[src/lsu_pkg.sv]
// Package: shared types and constants of the LMS step size update block.
`default_nettype none
package lsu_pkg;

    localparam int ENERGY_W = 31;
    localparam int STEP_W   = 16;
    localparam int CFG_W    = 15;
    localparam int CFG_IDX_W = 2;
    localparam int SHIFT_W  = 5;
    localparam int DIV_STEPS = 32;
    localparam int DIV_CNT_W = 5;

    localparam logic [CFG_IDX_W-1:0] CFG_STEP_GAIN    = 2'd0;
    localparam logic [CFG_IDX_W-1:0] CFG_DECAY_FACTOR = 2'd1;

    localparam logic [CFG_W-1:0]   GAIN_RESET  = 15'd31129;
    localparam logic [CFG_W-1:0]   DECAY_RESET = 15'd32767;
    localparam logic [SHIFT_W-1:0] SHIFT_BIAS  = 5'd21;
    localparam logic [SHIFT_W-1:0] COARSE_SHIFT = 5'd8;
    localparam logic [SHIFT_W-1:0] FINE_SHIFT   = 5'd1;
    localparam logic [31:0]        ROUND_16    = 32'h0000_8000;
    localparam logic [STEP_W-1:0]  REPLACE_Q   = 16'd8192;
    localparam logic signed [31:0] GAIN_ROUND  = 32'sh0000_2000;
    localparam logic signed [31:0] DECAY_ROUND = 32'sh0000_4000;

    typedef struct packed {
        logic [ENERGY_W-1:0] energy;
        logic                decay_en;
    } item_t;

    typedef struct packed {
        logic signed [STEP_W-1:0] step_size;
        logic                     recomputed;
        logic                     quotient_replaced;
    } result_t;

    typedef struct packed {
        logic load;
        logic norm_step;
        logic div_load;
        logic div_step;
        logic q_fix;
        logic mul_gain;
        logic mul_decay;
        logic step_gain;
        logic step_decay;
        logic out_load;
    } cmd_t;

    typedef struct packed {
        logic recompute;
        logic norm_done;
        logic decay_req;
    } status_t;

endpackage
`default_nettype wire

[src/lsu_datapath.sv]
// Datapath: config registers, normalizer, restoring divider, shared multiplier, step register.
`default_nettype none
module lsu_datapath
(
    input  wire logic                           clk,
    input  wire logic                           rst_n,
    input  wire logic                           cfg_valid,
    input  wire logic [lsu_pkg::CFG_IDX_W-1:0]  cfg_index,
    input  wire logic [lsu_pkg::CFG_W-1:0]      cfg_data,
    input  wire lsu_pkg::item_t                 item,
    input  wire lsu_pkg::cmd_t                  cmd,
    output lsu_pkg::status_t                    status,
    output lsu_pkg::result_t                    result
);

    logic [lsu_pkg::CFG_W-1:0]    gain_reg;
    logic [lsu_pkg::CFG_W-1:0]    decay_reg;
    logic [lsu_pkg::ENERGY_W-1:0] n_reg;
    logic [lsu_pkg::SHIFT_W-1:0]  s_reg;
    logic                         recompute_reg;
    logic                         decay_en_reg;
    logic                         replaced_reg;
    logic [31:0]                  quo_reg;
    logic [15:0]                  rem_reg;
    logic [15:0]                  dmag_reg;
    logic                         q_neg_reg;
    logic [lsu_pkg::STEP_W-1:0]   q_reg;
    logic signed [31:0]           prod_reg;
    logic signed [lsu_pkg::STEP_W-1:0] step_reg;
    lsu_pkg::result_t             result_reg;

    logic [lsu_pkg::SHIFT_W-1:0]  e;
    logic [31:0]                  dsum;
    logic [15:0]                  d16;
    logic [16:0]                  rsh;
    logic [17:0]                  diff;
    logic                         ge;
    logic [lsu_pkg::STEP_W-1:0]   qs;
    logic signed [15:0]           mul_a;
    logic signed [15:0]           mul_b;
    logic signed [31:0]           rnd;
    logic [lsu_pkg::STEP_W-1:0]   rnd_q;

    // Divisor rounding and dividend exponent
    assign e    = s_reg + lsu_pkg::SHIFT_BIAS;
    assign dsum = {1'b0, n_reg} + lsu_pkg::ROUND_16;
    assign d16  = dsum[31:16];

    // One restoring divide step
    assign rsh  = {rem_reg, quo_reg[31]};
    assign diff = {1'b0, rsh} - {2'b00, dmag_reg};
    assign ge   = ~diff[17];

    assign qs = q_neg_reg ? (16'd0 - quo_reg[15:0]) : quo_reg[15:0];

    assign mul_a = cmd.mul_decay ? step_reg : $signed(q_reg);
    assign mul_b = cmd.mul_decay ? $signed({1'b0, decay_reg}) : $signed({1'b0, gain_reg});

    assign rnd   = prod_reg + (cmd.step_gain ? lsu_pkg::GAIN_ROUND : lsu_pkg::DECAY_ROUND);
    assign rnd_q = rnd[30:15];

    always_ff @(posedge clk or negedge rst_n)
    begin
        if (!rst_n)
        begin
            gain_reg  <= lsu_pkg::GAIN_RESET;
            decay_reg <= lsu_pkg::DECAY_RESET;
        end
        else if (cfg_valid)
        begin
            unique case (cfg_index)
                lsu_pkg::CFG_STEP_GAIN:    gain_reg  <= cfg_data;
                lsu_pkg::CFG_DECAY_FACTOR: decay_reg <= cfg_data;
                default:                   ;
            endcase
        end
    end

    always_ff @(posedge clk or negedge rst_n)
    begin
        if (!rst_n)
        begin
            step_reg        <= '0;
            recompute_reg   <= 1'b0;
            decay_en_reg    <= 1'b0;
            replaced_reg    <= 1'b0;
        end
        else
        begin
            if (cmd.load)
            begin
                recompute_reg   <= (item.energy != '0);
                decay_en_reg    <= item.decay_en;
                replaced_reg    <= 1'b0;
            end
            if (cmd.q_fix)
            begin
                replaced_reg <= qs[15];
            end
            if (cmd.step_gain)
            begin
                step_reg <= $signed(16'd0 - rnd_q);
            end
            else if (cmd.step_decay)
            begin
                step_reg <= $signed(rnd_q);
            end
        end
    end

    always_ff @(posedge clk)
    begin
        if (cmd.load)
        begin
            n_reg <= item.energy;
            s_reg <= '0;
        end
        else if (cmd.norm_step)
        begin
            if (n_reg[30:23] == '0)
            begin
                n_reg <= {n_reg[22:0], 8'd0};
                s_reg <= s_reg + lsu_pkg::COARSE_SHIFT;
            end
            else
            begin
                n_reg <= {n_reg[29:0], 1'b0};
                s_reg <= s_reg + lsu_pkg::FINE_SHIFT;
            end
        end

        if (cmd.div_load)
        begin
            quo_reg   <= 32'd1 << e;
            rem_reg   <= '0;
            dmag_reg  <= d16;
            q_neg_reg <= (e == 5'd31) ^ d16[15];
        end
        else if (cmd.div_step)
        begin
            quo_reg <= {quo_reg[30:0], ge};
            rem_reg <= ge ? diff[15:0] : rsh[15:0];
        end

        if (cmd.q_fix)
        begin
            q_reg <= qs[15] ? lsu_pkg::REPLACE_Q : qs;
        end

        if (cmd.mul_gain || cmd.mul_decay)
        begin
            prod_reg <= mul_a * mul_b;
        end

        if (cmd.out_load)
        begin
            result_reg.step_size         <= step_reg;
            result_reg.recomputed        <= recompute_reg;
            result_reg.quotient_replaced <= replaced_reg;
        end
    end

    assign status.recompute = recompute_reg;
    assign status.norm_done = n_reg[30];
    assign status.decay_req = decay_en_reg;
    assign result           = result_reg;

endmodule
`default_nettype wire

[src/lsu_ctrl.sv]
// Controller: sequences normalize, divide, gain and decay steps and drives the handshakes.
`default_nettype none
module lsu_ctrl
(
    input  wire logic             clk,
    input  wire logic             rst_n,
    input  wire logic             item_valid,
    output logic                  item_ready,
    output logic                  result_valid,
    input  wire logic             result_ready,
    input  wire lsu_pkg::status_t status,
    output lsu_pkg::cmd_t         cmd
);

    typedef enum logic [8:0]
    {
        ST_IDLE  = 9'b000000001,
        ST_NORM  = 9'b000000010,
        ST_DIV   = 9'b000000100,
        ST_QFIX  = 9'b000001000,
        ST_MULG  = 9'b000010000,
        ST_STEPG = 9'b000100000,
        ST_MULD  = 9'b001000000,
        ST_STEPD = 9'b010000000,
        ST_DONE  = 9'b100000000
    } state_t;

    state_t                         state_reg;
    state_t                         state_next;
    logic [lsu_pkg::DIV_CNT_W-1:0]  cnt_reg;
    logic [lsu_pkg::DIV_CNT_W-1:0]  cnt_next;
    logic                           result_valid_reg;
    logic                           result_valid_next;

    always_comb
    begin
        state_next        = state_reg;
        cnt_next          = cnt_reg;
        result_valid_next = result_valid_reg & ~result_ready;
        cmd               = '0;
        item_ready        = 1'b0;

        unique case (state_reg)
            ST_IDLE:
            begin
                item_ready = 1'b1;
                if (item_valid)
                begin
                    cmd.load   = 1'b1;
                    state_next = ST_NORM;
                end
            end
            ST_NORM:
            begin
                if (!status.recompute)
                begin
                    state_next = status.decay_req ? ST_MULD : ST_DONE;
                end
                else if (status.norm_done)
                begin
                    cmd.div_load = 1'b1;
                    cnt_next     = '0;
                    state_next   = ST_DIV;
                end
                else
                begin
                    cmd.norm_step = 1'b1;
                end
            end
            ST_DIV:
            begin
                cmd.div_step = 1'b1;
                cnt_next     = cnt_reg + 1'b1;
                if (cnt_reg == lsu_pkg::DIV_CNT_W'(lsu_pkg::DIV_STEPS - 1))
                begin
                    state_next = ST_QFIX;
                end
            end
            ST_QFIX:
            begin
                cmd.q_fix  = 1'b1;
                state_next = ST_MULG;
            end
            ST_MULG:
            begin
                cmd.mul_gain = 1'b1;
                state_next   = ST_STEPG;
            end
            ST_STEPG:
            begin
                cmd.step_gain = 1'b1;
                state_next    = status.decay_req ? ST_MULD : ST_DONE;
            end
            ST_MULD:
            begin
                cmd.mul_decay = 1'b1;
                state_next    = ST_STEPD;
            end
            ST_STEPD:
            begin
                cmd.step_decay = 1'b1;
                state_next     = ST_DONE;
            end
            ST_DONE:
            begin
                if (!result_valid_reg || result_ready)
                begin
                    cmd.out_load      = 1'b1;
                    result_valid_next = 1'b1;
                    state_next        = ST_IDLE;
                end
            end
            default:
            begin
                state_next = ST_IDLE;
            end
        endcase
    end

    always_ff @(posedge clk or negedge rst_n)
    begin
        if (!rst_n)
        begin
            state_reg        <= ST_IDLE;
            cnt_reg          <= '0;
            result_valid_reg <= 1'b0;
        end
        else
        begin
            state_reg        <= state_next;
            cnt_reg          <= cnt_next;
            result_valid_reg <= result_valid_next;
        end
    end

    assign result_valid = result_valid_reg;

endmodule
`default_nettype wire

[src/lms_step_size_update_top.sv]
// Top level: NLMS step size update, controller plus datapath.
// From input transfer to result valid: zero energy skips the recompute; a recompute runs
// the normalize steps, the restoring divider (one bit a cycle), the quotient fix and the
// gain multiply and step. Decay adds its multiply and step in both cases when requested.
// Items are handled one at a time; the next transfer is taken the cycle
// after the result is registered, while that result may still wait on result_ready.
// Reset (rst_n low, asynchronous): step size 0, step_gain 31129, decay_factor 32767, idle.
`default_nettype none
module lms_step_size_update_top
(
    input  wire logic                          clk,
    input  wire logic                          rst_n,
    input  wire logic                          item_valid,
    output logic                               item_ready,
    input  wire lsu_pkg::item_t                item,
    output logic                               result_valid,
    input  wire logic                          result_ready,
    output lsu_pkg::result_t                   result,
    input  wire logic                          cfg_valid,
    output logic                               cfg_ready,
    input  wire logic [lsu_pkg::CFG_IDX_W-1:0] cfg_index,
    input  wire logic [lsu_pkg::CFG_W-1:0]     cfg_data
);

    lsu_pkg::cmd_t    cmd;
    lsu_pkg::status_t status;

    assign cfg_ready = 1'b1;

    lsu_ctrl u_ctrl
    (
        .clk          (clk),
        .rst_n        (rst_n),
        .item_valid   (item_valid),
        .item_ready   (item_ready),
        .result_valid (result_valid),
        .result_ready (result_ready),
        .status       (status),
        .cmd          (cmd)
    );

    lsu_datapath u_datapath
    (
        .clk       (clk),
        .rst_n     (rst_n),
        .cfg_valid (cfg_valid),
        .cfg_index (cfg_index),
        .cfg_data  (cfg_data),
        .item      (item),
        .cmd       (cmd),
        .status    (status),
        .result    (result)
    );

endmodule
`default_nettype wire

[config.mk]
export PLATFORM = sky130hd
export DESIGN_NAME = lms_step_size_update_top
export DESIGN_NICKNAME = d
export VERILOG_FILES = /design/src/lsu_pkg.sv /design/src/lsu_datapath.sv /design/src/lsu_ctrl.sv /design/src/lms_step_size_update_top.sv
export SDC_FILE = /design/constraint.sdc
export NUM_CORES = 1
export LEC_CHECK = 0
export ABC_CLOCK_PERIOD_IN_PS = 16700
export BUFFER_PORTS_ARGS = -buffer_cell sky130_fd_sc_hd__buf_2
export CELL_PAD_IN_SITES_DETAIL_PLACEMENT = 1
export CELL_PAD_IN_SITES_GLOBAL_PLACEMENT = 1
export CORE_ASPECT_RATIO = 0.75
export CORE_UTILIZATION = 45
export CTS_CLUSTER_DIAMETER = 60
export DETAILED_ROUTE_END_ITERATION = 8
export GPL_TIMING_DRIVEN = 0
export PLACE_DENSITY = 0.81
export SETUP_SLACK_MARGIN = 0.1
export SLEW_MARGIN = 40
export SYNTH_ARGS = -nofsm -noshare
export SYNTH_HDL_FRONTEND = slang
export SYNTH_HIERARCHICAL = 1
export SYNTH_SLANG_ARGS = --single-unit
[constraint.sdc]
create_clock -name clk -period 16.7 [get_ports clk]
set_input_delay 3.34 -clock clk [delete_from_list [all_inputs] [get_ports clk]]
set_output_delay 3.34 -clock clk [all_outputs]
set_load 0.02 [all_outputs]
== Yosys cells after proc, flatten, opt, wreduce, memory -nomap -nowiden ==
Cells that the tools add are included.
Word-level totals
  output and inout port bits: 21
  logic and storage cells: 111
  flip-flop bits (word level): 230
Cells by class
  eq/ne operators: 18
  multiplexer cells: 42
  add/subtract/negate cells: 9
  reductions and logical operators: 15
  bitwise operators: 4
  multipliers: 1
  shift operators: 1
Operator list (number)
  two-way mux 31 bit: 3
  one-hot mux 9 bit (9 select lines): 1
  two-way mux 16 bit: 5
  two-way mux 32 bit: 2
  two-way mux 9 bit: 6
  adder 31 x 16 -> 32 bit (second input constant): 1
  << shifter 1 x 5 -> 32 bit (first input constant): 1
  subtractor 1 x 16 -> 16 bit (first input constant): 2
  adder 31 x 16 -> 31 bit: 1
  multiplier 16 x 16 -> 31 bit: 1
  nonzero test 31 bit: 1
  two-way mux 15 bit: 2
  subtractor 17 x 16 -> 18 bit: 1
  two-way mux 1 bit: 17
  two-way mux 5 bit: 3
  adder 5 x 1 -> 5 bit (second input constant): 2
  == test 5 bit (second input constant): 2
  one-hot mux 5 bit (2 select lines): 1
  nonzero test 2 bit: 5
  == test 9 x 1 -> 1 bit (second input constant): 1
  == test 9 x 2 -> 1 bit (second input constant): 1
  == test 9 x 3 -> 1 bit (second input constant): 1
  == test 9 x 4 -> 1 bit (second input constant): 1
  == test 9 x 5 -> 1 bit (second input constant): 1
  21 further kinds: 28

== Longest topological paths before layout ==
  depth in word-level cells: 6
  gate-level depth with buffers: 31

== Hierarchy ==
Netlist, hierarchy kept.
Modules (own cells, without submodules)
  lsu_datapath: times used 1, cells an instance 1939, area an instance 19077.0 um2
  lsu_ctrl: times used 1, cells an instance 111, area an instance 969.7 um2
  lms_step_size_update_top: times used 1, cells an instance 2, area an instance 11.3 um2

== Least setup slack after synthesis ==
OpenSTA, ideal clock, no wires.
  path kind: register to register
  from: reg u_ctrl.state_reg[8]
  to: reg u_datapath.prod_reg[30] (data pin)
  cell stages (with the launch flop): 27
  path buffers: 4
  arrival time: 8.516 ns
  slack: 8.034 ns
  required time: 16.550 ns
  cell sequence: dfrtp_1 > or4_1 > buf_2 > nor4_1 > buf_1 > buf_1 > mux2i_1 > clkbuf_1 > nor2_1 > fa_1 > fa_1 > fa_1 > fa_1 > fa_1 > inv_1 > fa_1 > inv_1 > ha_1 > a21o_1 > a21o_1 > a311o_1 > a21o_1 > a21o_1 > or3_1 > a31o_1 > a2111o_1 > o211ai_2
RTL lines
  from (decl): line lsu_ctrl.sv:28  | state_t state_reg;
  from (signal assigned): line lsu_ctrl.sv:130  | state_reg <= state_next;
  to (signal assigned): line lsu_datapath.sv:152  | prod_reg <= mul_a * mul_b;
  to (decl): line lsu_datapath.sv:28  | logic signed [31:0] prod_reg;

==> flow_summary_export.csv <==
group,metric,value,unit
floorplan,initial_utilization,45.9,%
synth,netlist_instances,2052,
route,vias,15700,
timing,slew_headroom,37.1,%
place,dp_hpwl,47700,um
critical_path,cp-start-kind,"register",
run,maxCapViolations,0,
worst_hold_path,min_to,"u_datapath/result[0]",
synth,synth_flop_cell,"edfxtp_1",
clock_tree,htreeDepth,1,
floorplan,die_area,45400,um^2
floorplan,coreArea,43700,um^2
timing,setup_viol,0,
worst_hold_path,hp-class,"register to register",
critical_path,crit_fanout,10,
timing,tightest_slew,917,ps
pwr,static-leakage-power,9.76,nW
layout,fin_nets,2554,
critical_path,r2r_start,"u_ctrl/state_reg[8]",
timing,rsz0062_at_grt,"false",
floorplan,die_h,185,um
route,final_antenna_net_count,0,
timing,slew_viol_final,0,
layout,syn2layout_area_growth,10.6,%
timing,finalClockSkew,12.6,ps
synth,syn_nets,2450,
pwr,powerDensity,209,nW/um^2
route,totalWireLength,60000,um
clock_tree,cts-resized-gates,0,
layout,layout-drive-gt1-share,11.3,%
floorplan,rows,66,
layout,largest_reg_flops,32,
timing,clock.fmax,97.5,MHz
place,finalWeightedCongestion,0.947,
route,wl_per_cell,21.8,um
synth,synthArstFlopShare,29.6,%
global_route,grt_max_degree,41,
route,drtIter0Drc,1215,
place,port_buffers,73,
synth,syn_area_per_cell,9.77,um^2
layout,utilization,50.8,%
clock_tree,cts_made_buffers,27,
critical_path,worstPathArrival,10650,ps
place,placed_cell_area,21300,um^2
synth,yosys_warnings,6,
worst_hold_path,min_from,"u_datapath/replaced_reg",
global_route,grt_pass1_wl,95100,um
timing,min_period,10260,ps
layout,final_cell_area,22200,um^2
synth,netlist_area,20100,um^2
clock_tree,clk_latency,560,ps
clock_tree,cts_tree,"built",
global_route,antenna_found_initial,0,
run_status,status,"finished clean",
layout,final-seq-area,5990,um^2
worst_hold_path,hold-path-cell-count,0,
layout,nFillCells,4950,
timing,finalSetupTns,0,ps
clock_tree,cts.sinks,216,
clock_tree,post_cts_buffers,0,
clock_tree,cts_root_buf,"clkbuf_16",
floorplan,fp.dieW,246,um
clock_tree,hold_buffers,0,
synth,ys_seq_elements,216,
critical_path,cp.required,17090,ps
critical_path,worstSetupEndpointType,"register",
route,dr.pass1.iters,5,
synth,seq_area_frac_synth,29.8,%
global_route,grtUsageTotal,27.2,%
synth,netlist-cell-type-count,81,
layout,diodes,0,
pwr,finalPower,0.00464,W
clock_tree,clk_pin_slew,60,ps
clock_tree,cts_buffer_depth,3,
timing,hold_viol,0,
pwr,max-vdd-ir-drop,0.235,mV
route,viasPerCell,5.71,
critical_path,r2r_cells,26,
floorplan,io_pins,75,
critical_path,worstSetupPathType,"register to register",
critical_path,r2r-end,"u_datapath/prod_reg[30]",
global_route,grt_pass1_vias,16800,
route,route.detailed.drc,0,
layout,multiInputGateArea,12600,um^2
synth,synth_edf_count,131,
critical_path,rrSetupSlack,6440,ps
global_route,grt_remaining_overflow,0,
timing,finalCritPeriodShare,61.4,%
## stage by stage
stage               std cells  setup slack (ps)  hold WS, ps
floorplan                2052              8030          426
global placement         2703              5820          449
detailed placement       2705              6240          438
CTS                      2755              6200          457
global route             2755              6150          464
finish                   2755              6440          459
## worst max-delay path, stage by stage (launching register included)
cell	delay, ps
dfrtp_1	470
or4_1	510
buf_2	190
nor4_2	650
clkbuf_2	490
buf_2	450
mux2i_1	750
clkbuf_1	620
nor2_1	150
fa_1	480
fa_1	590
fa_1	460
fa_1	530
fa_1	500
inv_1	60
fa_1	570
inv_1	70
ha_1	370
a21o_1	200
a21o_1	210
a311o_1	350
a21o_1	190
a21o_1	190
or3_1	310
a31o_1	240
a2111o_1	400
o211ai_2	100
## final cells by class
cell class / count / area share, %
multi-input combinational: 1437 / 57.0
buffer: 75 / 1.39
clock inverter: 15 / 0.711
clock buffer: 35 / 3.32
tap: 578 / 3.26
timing repair buffer: 75 / 1.89
inverter: 324 / 5.49
sequential: 216 / 27.0
## cells by family after synthesis
logic type	Yosys count	share of synthesized area, %
AOI/OAI and AO/OA	249	7.71
xor gates and xnor gates	101	4.41
adders and majority gates	344	30.5
buffers and inverters	399	7.58
DFF	216	29.8
muxes	102	5.42
other	1	0.0187
and+or+nand+nor	640	14.5
## cell usage in the layout, fill, tap and decap left out, types with 17 or more instances in the layout
cell type    n
and3_1      17
nor4_1      17
nor2_1     189
dfrtp_1     39
xor2_1      33
mux2_2      53
dfxtp_1     21
a21oi_1     33
clkbuf_1    62
nand3_1     59
dfstp_2     25
edfxtp_1   131
nor2b_1     19
buf_2       79
inv_1      323
o21ai_0    117
ha_1       103
nand2_1    227
fa_1       241
nor3_1      26
mux2i_1     36
clkbuf_16   27
xnor2_1     68
## routing by layer
| metal | wire [um] | vias to the layer above | global-route usage (%) |
|---|---|---|---|
| met5 | 0 | - | 0 |
| met4 | 1490 | 0 | 6.58 |
| met3 | 4080 | 111 | 3.82 |
| met2 | 26800 | 558 | 42.4 |
| met1 | 27700 | 8138 | 39.8 |
| li1 | - | 6921 | - |
## report_power, final
part | switching [W] | internal [W]
Combinational | 0.00181 | 0.00130
Clock | 0.000242 | 0.000356
Sequential | 0.0000933 | 0.000842
## cells in the mapped netlist (18+ instances only)
master    instances  share of area, %
mux2_2           53               3.0
nand2_1         227               4.2
inv_1           323               6.0
nor2b_1          19              0.59
nand3_1          59               1.5
nor2_1          189               3.5
dfstp_2          25               3.3
nor3_1           26              0.65
clkbuf_1         58               1.1
ha_1            103               6.4
a21oi_1          34              0.85
fa_1            241                24
dfrtp_1          39               4.9
dfxtp_1          21               2.1
edfxtp_1        131                20
mux2i_1          49               2.4
xor2_1           33               1.4
o21ai_0         117               2.9
nor4_1           18              0.56
xnor2_1          68               3.0
## worst max path at each step
stage                                    from                 endpoint
after global placement    u_ctrl/state_reg[8]  u_datapath/prod_reg[30]
after CTS                 u_ctrl/state_reg[8]  u_datapath/prod_reg[24]
after global routing      u_ctrl/state_reg[8]  u_datapath/prod_reg[30]
after detailed placement  u_ctrl/state_reg[8]  u_datapath/prod_reg[24]
after floorplan           u_ctrl/state_reg[8]  u_datapath/prod_reg[30]
final                     u_ctrl/state_reg[8]  u_datapath/prod_reg[30]
Note: power is estimated with default switching activity, not from simulation.
